$ cat src/lcdnw_pkg.sv
// Shared types and constants for the LCD 4-bit write sequencer.
// No dependencies.
`default_nettype none

package lcdnw_pkg;

  localparam int unsigned OPCODE_W = 2;
  localparam int unsigned BYTE_W   = 8;
  localparam int unsigned ROW_W    = 2;
  localparam int unsigned COL_W    = 6;
  localparam int unsigned NIB_W    = 4;
  localparam int unsigned TICK_W   = 16;
  localparam int unsigned CFG_IDX_W = 1;

  localparam logic [OPCODE_W-1:0] OP_TICK = 2'd0;
  localparam logic [OPCODE_W-1:0] OP_CMD  = 2'd1;
  localparam logic [OPCODE_W-1:0] OP_CHAR = 2'd2;
  localparam logic [OPCODE_W-1:0] OP_LOC  = 2'd3;

  localparam logic [CFG_IDX_W-1:0] REG_PULSE_TICKS  = 1'b0;
  localparam logic [CFG_IDX_W-1:0] REG_SETTLE_TICKS = 1'b1;

  localparam logic [TICK_W-1:0] PULSE_TICKS_RST  = 16'd1000;
  localparam logic [TICK_W-1:0] SETTLE_TICKS_RST = 16'd5000;

  localparam logic [BYTE_W-1:0] ADDR_ROW0 = 8'h80;
  localparam logic [BYTE_W-1:0] ADDR_ROW1 = 8'hC0;

  typedef struct packed {
    logic              reg_select;
    logic              read_write;
    logic              enable;
    logic [NIB_W-1:0]  data_nibble;
    logic              busy_res;
    logic              rejected;
  } lcdnw_pins_t;

endpackage

`default_nettype wire

$ cat src/lcdnw_loc.sv
// Cursor location to set-DDRAM-address command byte.
// Depends on lcdnw_pkg.
`default_nettype none

module lcdnw_loc #(
  parameter int unsigned ROW_LENGTH = 16
) (
  input  wire logic [lcdnw_pkg::ROW_W-1:0]  row,
  input  wire logic [lcdnw_pkg::COL_W-1:0]  column,
  output logic      [lcdnw_pkg::BYTE_W-1:0] addr_byte
);
  import lcdnw_pkg::*;

  logic [COL_W:0]  col_ext;
  logic [BYTE_W-1:0] col_used;

  assign col_ext  = {1'b0, column};
  assign col_used = (col_ext < (COL_W+1)'(ROW_LENGTH)) ? BYTE_W'(column) : '0;

  always_comb begin
    unique case (row)
      2'd0:    addr_byte = ADDR_ROW0 + col_used;
      2'd1:    addr_byte = ADDR_ROW1 + col_used;
      default: addr_byte = ADDR_ROW0;
    endcase
  end

endmodule

`default_nettype wire

$ cat src/lcdnw_core.sv
// Write sequencer state and one-tick step: phase, tick counter, held byte.
// Depends on lcdnw_pkg and lcdnw_loc.
`default_nettype none

module lcdnw_core #(
  parameter int unsigned ROW_LENGTH = 16
) (
  input  wire logic                            clk,
  input  wire logic                            rst_n,
  input  wire logic                            step_en,
  input  wire logic [lcdnw_pkg::OPCODE_W-1:0]  opcode,
  input  wire logic [lcdnw_pkg::BYTE_W-1:0]    value,
  input  wire logic [lcdnw_pkg::ROW_W-1:0]     row,
  input  wire logic [lcdnw_pkg::COL_W-1:0]     column,
  input  wire logic [lcdnw_pkg::TICK_W-1:0]    pulse_ticks,
  input  wire logic [lcdnw_pkg::TICK_W-1:0]    settle_ticks,
  output lcdnw_pkg::lcdnw_pins_t               pins
);
  import lcdnw_pkg::*;

  localparam logic [1:0] PH_IDLE   = 2'd0;
  localparam logic [1:0] PH_HIGH   = 2'd1;
  localparam logic [1:0] PH_LOW    = 2'd2;
  localparam logic [1:0] PH_SETTLE = 2'd3;

  logic [1:0]        phase_r, phase_nxt;
  logic [TICK_W-1:0] tick_count_r, tick_count_nxt;
  logic [BYTE_W-1:0] held_byte_r, held_byte_nxt;
  logic              held_select_r, held_select_nxt;

  logic [BYTE_W-1:0] loc_byte;
  logic [TICK_W-1:0] pt, st;
  logic [TICK_W:0]   cnt_inc;

  lcdnw_loc #(.ROW_LENGTH(ROW_LENGTH)) u_loc (
    .row       (row),
    .column    (column),
    .addr_byte (loc_byte)
  );

  assign pt      = (pulse_ticks == '0) ? TICK_W'(1) : pulse_ticks;
  assign st      = (settle_ticks == '0) ? TICK_W'(1) : settle_ticks;
  assign cnt_inc = {1'b0, tick_count_r} + (TICK_W+1)'(1);

  always_comb begin
    phase_nxt        = phase_r;
    tick_count_nxt   = tick_count_r;
    held_byte_nxt    = held_byte_r;
    held_select_nxt  = held_select_r;
    pins.read_write  = 1'b0;
    pins.enable      = 1'b0;
    pins.busy_res    = 1'b1;
    pins.rejected    = 1'b0;
    pins.data_nibble = held_byte_r[NIB_W-1:0];

    unique case (phase_r)
      PH_IDLE: begin
        if (opcode == OP_TICK) begin
          pins.busy_res = 1'b0;
        end else begin
          held_byte_nxt    = (opcode == OP_LOC) ? loc_byte : value;
          held_select_nxt  = (opcode == OP_CHAR);
          pins.data_nibble = held_byte_nxt[BYTE_W-1:NIB_W];
          phase_nxt        = PH_HIGH;
          tick_count_nxt   = '0;
        end
      end
      PH_HIGH: begin
        pins.rejected    = (opcode != OP_TICK);
        pins.enable      = 1'b1;
        pins.data_nibble = held_byte_r[BYTE_W-1:NIB_W];
        if (cnt_inc >= {1'b0, pt}) begin
          phase_nxt      = PH_LOW;
          tick_count_nxt = '0;
        end else begin
          tick_count_nxt = cnt_inc[TICK_W-1:0];
        end
      end
      PH_LOW: begin
        pins.rejected = (opcode != OP_TICK);
        pins.enable   = (tick_count_r != '0);
        if (tick_count_r >= pt) begin
          phase_nxt      = PH_SETTLE;
          tick_count_nxt = '0;
        end else begin
          tick_count_nxt = cnt_inc[TICK_W-1:0];
        end
      end
      default: begin
        pins.rejected = (opcode != OP_TICK);
        if (cnt_inc >= {1'b0, st}) begin
          phase_nxt      = PH_IDLE;
          tick_count_nxt = '0;
        end else begin
          tick_count_nxt = cnt_inc[TICK_W-1:0];
        end
      end
    endcase

    pins.reg_select = held_select_nxt;
  end

  always_ff @(posedge clk) begin
    if (!rst_n) begin
      phase_r       <= PH_IDLE;
      tick_count_r  <= '0;
      held_byte_r   <= '0;
      held_select_r <= 1'b0;
    end else if (step_en) begin
      phase_r       <= phase_nxt;
      tick_count_r  <= tick_count_nxt;
      held_byte_r   <= held_byte_nxt;
      held_select_r <= held_select_nxt;
    end
  end

endmodule

`default_nettype wire

$ cat src/lcd_nibble_write_sequencer.sv
// LCD 4-bit write sequencer top level: input register, step core, result register,
// timing registers. Depends on lcdnw_pkg and lcdnw_core.
//
// Usage: every input word is one tick of the LCD sequence. Opcode 0 only advances
// time; opcodes 1, 2 and 3 request a command byte, a character byte or a cursor
// address. Each accepted word yields exactly one result word holding the pin levels
// (reg_select, read_write, enable, data_nibble) for that tick plus busy and reject
// flags. A request that lands while a transfer or settle is running is dropped and
// flagged in its own result word.
// The result word passes through the input register and then the result register.
// Throughput: one word per cycle while out_stall is low; the step core updates phase
// and tick counter once per accepted word, so words may follow back to back.
// Stall: out_stall holds the result register; the input register then holds as
// well and in_stall rises in the same cycle. No word is lost or repeated.
// Reset (rst_n low, synchronous): sequencer idle, counters and held byte cleared,
// pulse_ticks = 1000, settle_ticks = 5000. cfg_ready is always high; a timing write
// takes effect at the next tick. The user must make it only while no word is in
// flight; the block itself does not enforce this.
`default_nettype none

module lcd_nibble_write_sequencer #(
  parameter int unsigned ROW_LENGTH = 16
) (
  input  wire logic                             clk,
  input  wire logic                             rst_n,
  input  wire logic                             in_valid,
  output logic                                  in_stall,
  input  wire logic [lcdnw_pkg::OPCODE_W-1:0]   in_opcode,
  input  wire logic [lcdnw_pkg::BYTE_W-1:0]     in_value,
  input  wire logic [lcdnw_pkg::ROW_W-1:0]      in_row,
  input  wire logic [lcdnw_pkg::COL_W-1:0]      in_column,
  output logic                                  out_valid,
  input  wire logic                             out_stall,
  output logic                                  out_reg_select,
  output logic                                  out_read_write,
  output logic                                  out_enable,
  output logic      [lcdnw_pkg::NIB_W-1:0]      out_data_nibble,
  output logic                                  out_busy_res,
  output logic                                  out_rejected,
  input  wire logic                             cfg_valid,
  output logic                                  cfg_ready,
  input  wire logic [lcdnw_pkg::CFG_IDX_W-1:0]  cfg_index,
  input  wire logic [lcdnw_pkg::TICK_W-1:0]     cfg_data
);
  import lcdnw_pkg::*;

  logic                s1_valid_r;
  logic [OPCODE_W-1:0] s1_opcode_r;
  logic [BYTE_W-1:0]   s1_value_r;
  logic [ROW_W-1:0]    s1_row_r;
  logic [COL_W-1:0]    s1_column_r;
  logic                out_valid_r;
  lcdnw_pins_t         out_pins_r;
  lcdnw_pins_t         step_pins;
  logic [TICK_W-1:0]   pulse_ticks_r;
  logic [TICK_W-1:0]   settle_ticks_r;
  logic                out_open;
  logic                s1_adv;
  logic                s1_load;

  assign out_open = !out_valid_r || !out_stall;
  assign s1_adv   = s1_valid_r && out_open;
  assign in_stall = s1_valid_r && !out_open;
  assign s1_load  = in_valid && !in_stall;

  always_ff @(posedge clk) begin
    if (!rst_n) begin
      s1_valid_r <= 1'b0;
    end else begin
      s1_valid_r <= s1_load || (s1_valid_r && !s1_adv);
    end
  end

  always_ff @(posedge clk) begin
    if (s1_load) begin
      s1_opcode_r <= in_opcode;
      s1_value_r  <= in_value;
      s1_row_r    <= in_row;
      s1_column_r <= in_column;
    end
  end

  lcdnw_core #(.ROW_LENGTH(ROW_LENGTH)) u_core (
    .clk          (clk),
    .rst_n        (rst_n),
    .step_en      (s1_adv),
    .opcode       (s1_opcode_r),
    .value        (s1_value_r),
    .row          (s1_row_r),
    .column       (s1_column_r),
    .pulse_ticks  (pulse_ticks_r),
    .settle_ticks (settle_ticks_r),
    .pins         (step_pins)
  );

  always_ff @(posedge clk) begin
    if (!rst_n) begin
      out_valid_r <= 1'b0;
    end else if (out_open) begin
      out_valid_r <= s1_valid_r;
    end
  end

  always_ff @(posedge clk) begin
    if (s1_adv) begin
      out_pins_r <= step_pins;
    end
  end

  // timing registers
  assign cfg_ready = 1'b1;

  always_ff @(posedge clk) begin
    if (!rst_n) begin
      pulse_ticks_r  <= PULSE_TICKS_RST;
      settle_ticks_r <= SETTLE_TICKS_RST;
    end else if (cfg_valid && cfg_ready) begin
      unique case (cfg_index)
        REG_PULSE_TICKS:  pulse_ticks_r  <= cfg_data;
        REG_SETTLE_TICKS: settle_ticks_r <= cfg_data;
        default: ;
      endcase
    end
  end

  assign out_valid       = out_valid_r;
  assign out_reg_select  = out_pins_r.reg_select;
  assign out_read_write  = out_pins_r.read_write;
  assign out_enable      = out_pins_r.enable;
  assign out_data_nibble = out_pins_r.data_nibble;
  assign out_busy_res    = out_pins_r.busy_res;
  assign out_rejected    = out_pins_r.rejected;

endmodule

`default_nettype wire

$ cat config.mk
export PLATFORM = sky130hd
export DESIGN_NAME = lcd_nibble_write_sequencer
export DESIGN_NICKNAME = d
export VERILOG_FILES = /design/src/lcdnw_pkg.sv /design/src/lcdnw_loc.sv /design/src/lcdnw_core.sv /design/src/lcd_nibble_write_sequencer.sv
export SDC_FILE = /design/constraint.sdc
export NUM_CORES = 1
export LEC_CHECK = 0
export ABC_AREA = 1
export BUFFER_PORTS_ARGS = -buffer_cell sky130_fd_sc_hd__buf_2
export CORE_MARGIN = 3
export CORE_UTILIZATION = 34
export DETAILED_ROUTE_END_ITERATION = 12
export PLACE_DENSITY_LB_ADDON = 0.25
export RECOVER_POWER = 50
export SLEW_MARGIN = 20
export SYNTH_ARGS = -nofsm -noshare
export SYNTH_HDL_FRONTEND = slang
export SYNTH_HIERARCHICAL = 1
export SYNTH_SLANG_ARGS = --single-unit
$ cat constraint.sdc
create_clock -name clk -period 6.91 [get_ports clk]
set_input_delay 1.0365 -clock clk [delete_from_list [all_inputs] [get_ports clk]]
set_output_delay 1.0365 -clock clk [all_outputs]
set_load 0.02 [all_outputs]
==> flow_summary.ini <==
[place]
placed_area_um2 = 5800
dp_slack_ns = 3.59
port_buffers = 50
gp_congestion = 0.942
hpwl_um = 10200
dpl.cell_count = 959

[global_route]
antenna_found_initial = 0
overflow = 0
grt.total_usage_pct = 15.5
grt_max_degree = 46
first_global_vias = 4346
grt_pass1_wl_um = 21900

[synth]
ys.flop_type = dfxtp_1
synth.yosys.seq_area_share_pct = 37.3
avgSynthCellArea_um2 = 7.57
synth_warnings = 6
synthArstFlopShare_pct = 0
ys_types = 44
netlist.area_leader.share_pct = 22.4
netlist_top_cells_area = dfxtp_1 (22%), edfxtp_1 (15%), ha_1 (12%)
synth_edf_count = 27
synth_top_area_cell = dfxtp_1
ys_ff_latch = 88
synth_cells = 720
synthesis.area_um2 = 5450

[timing]
hold_violations = 0
grt_setup_unrepaired = no
slew_headroom_pct = -23.4
worst_slack_ns = 3.60
timing.final.max_slew_violations = 46
setup-tns-final_ns = 0
hold_ws_ns = 0.457
finalCriticalPeriod_ns = 3.31
worstMarginPinSlew_ns = 1.85
post-route-period-util_pct = 47.9
finalSetupViolations = 0
max_freq_ghz = 0.302
fin_skew_ns = 0.00645

[routing]
ant_nets = 0
post_drt_wl_per_cell_um = 13.6
vias_per_cell = 4.70
initialDrtViolationCount = 231
drc = 0
postRouteWirelength_um = 13300
vias = 4587
first_pass_iters = 5

[finish]
stdcell_count = 975
final_common_cell = nand2_1
utilization_pct = 39.4
fin_area_um2 = 6070
num_antenna_cells = 0
final_nets = 853
areaGrowthSynthToFinish_pct = 11.5
drive_gt1_share_pct = 10.9
nFillCells = 1652
final_cell_mix = nand2_1 (167), inv_1 (110), nor2_1 (71), dfxtp_1 (61), a21oi_1 (60)

[worst_hold_path]
hold_end = u_core/held_byte_r[7]
min-delay-start = u_core/held_byte_r[7]
hold_path_depth = 2
hold_class = reg2reg

[critical_path]
cpMostUsedCell = nand2_1
reg2reg_depth = 22
endpoint_kind = register
critPathKind = reg2reg
start_kind = register
crit_path_top_delay_cell = dfxtp_1
critPathMaxStageDelay_ns = 0.43
worstPathRequired_ns = 7.12
cp_max_fo = 15
r2r-end = u_core/tick_count_r[5]
critical_path.cell_chain = ha_1 -> nand3_2 -> nor2_4 -> nand3_4 -> nor3_4 -> inv_1 -> nand2_1 -> inv_1 -> ha_1 -> nand2_1 -> nor2_1 -> nand2_1 -> inv_1 -> nand2_1 -> nand2_1 -> nand2_1 -> nand2_1 -> nand2_1 -> nand2_1 -> a21oi_1 -> nand2_1 -> a21oi_1
rrSetupSlack_ns = 3.60
r2r_start = u_core/tick_count_r[1]
cp.arrival_ns = 3.52

[run_status]
violations = capacitance limit, slew limit
status = complete, but fails checks

[power]
leakagePower_nw = 2.95
swShare_pct = 28.6
comb_power_share_pct = 13.4
pwr-share-clk_pct = 38.8
p_per_area_nw_per_um2 = 201
p_sw_mw = 0.349
p_seq_share_pct = 47.8
irDropWorstVdd_v = 0.000138
intPower_mw = 0.870
power_mw = 1.22

[run]
maxCapViolCount = 1

[cts]
numClockSinks = 88
hold_buffers = 0
worst_skew_pair.late_latency_ns = 0.35
clk_path_buf_depth = 2
cts_buffers = 9
htreeDepth = 3
cts_resized = 0
postCtsSetupRepairBufs = 0
cts_tree = built
path_clk_slew_ns = 0.07
root_buffer = clkbuf_16

[floorplanning]
fp.coreArea_um2 = 15400
num_rows = 45
dieArea_um2 = 17600
initial_core_util_pct = 35.3
die_h_um = 133
die_w_um = 133
boundaryPins = 52
[power groups by stage]
stage	clock network (mW)	logic (mW)	registers, mW
final	0.473	0.163	0.583
after global placement	0	0.166	0.594
after floorplan	0	0.121	0.592
after CTS	0.486	0.165	0.583
after global routing	0.506	0.189	0.586
after detailed placement	0	0.164	0.595
[critical path: cells and delay by family (launching register included)]
kind,cells,cell delay (ns)
DFF,1,0.43
buffers and inverters,3,0.22
adders and majority gates,2,0.54
AOI/OAI and AO/OA,2,0.19
and+or+nand+nor,15,1.79
[worst max path at each step]
stage	start	end	slack, ns
floorplan	out_stall	u_core/tick_count_r[10]	4.17
global placement	u_core/tick_count_r[1]	u_core/tick_count_r[6]	3.62
detailed placement	u_core/tick_count_r[0]	u_core/tick_count_r[5]	3.59
CTS	u_core/tick_count_r[0]	u_core/tick_count_r[5]	3.57
global route	u_core/tick_count_r[0]	u_core/tick_count_r[5]	3.22
finish	u_core/tick_count_r[1]	u_core/tick_count_r[5]	3.60
[cell families (layout without fill, tap and decap cells)]
group                    count (synthesis)  in the layout  synth area share (%)
flip-flops                              88             88                  37.3
AND/OR/NAND/NOR                        314            314                  25.4
other                                    4              5                 0.276
AO/OA/AOI/OAI                          104            104                  10.5
buffers and inverters                  139            182                  11.3
XOR/XNOR                                13             13                  2.09
multiplexers                             4              4                 0.735
adder cells (fa/ha/maj)                 54             54                  12.4
[Yosys cell counts (5+ instances only)]
| cell type | count |
|---|---|
| clkbuf_1 | 6 |
| ha_1 | 54 |
| o21ai_0 | 26 |
| a21oi_1 | 60 |
| nor2_1 | 71 |
| inv_1 | 110 |
| nand3_2 | 5 |
| nand2_1 | 167 |
| buf_4 | 8 |
| nand3_1 | 37 |
| dfxtp_1 | 61 |
| nand4_1 | 7 |
| edfxtp_1 | 27 |
| xor2_1 | 12 |
| nor4_1 | 9 |
| nor3_1 | 7 |
[final cells by class]
| class | count | area (um^2) | share of cell area, % |
|---|---|---|---|
| repair buffers | 51 | 250 | 4.12 |
| well taps | 211 | 264 | 4.35 |
| inverters | 115 | 437 | 7.19 |
| clock inverters | 7 | 60.1 | 0.989 |
| flip-flops and latches | 88 | 2030 | 33.5 |
| multi-input cells | 494 | 2810 | 46.2 |
| clock buffers | 9 | 225 | 3.71 |
[flip-flops by register name, indices dropped and copies added (netlist names)]
signal and cells:
out_rejected 1, u_core/held_select_r 1, out_enable 1, s1_opcode_r 2, out_busy_res 1, pulse_ticks_r 16
s1_column_r 6, settle_ticks_r 16, s1_valid_r 1, u_core/tick_count_r 16, out_reg_select 1, out_read_write 1
s1_value_r 8, out_valid 1, out_data_nibble 4, s1_row_r 2, u_core/phase_r 2, u_core/held_byte_r 8
[metal layers]
layer  share of wire, %  track usage (%)
met2                 44             23.2
met3                3.7             2.17
met5                  0                0
met4                3.3             7.85
met1                 49             21.8
Note: power is estimated with default switching activity, not from simulation.
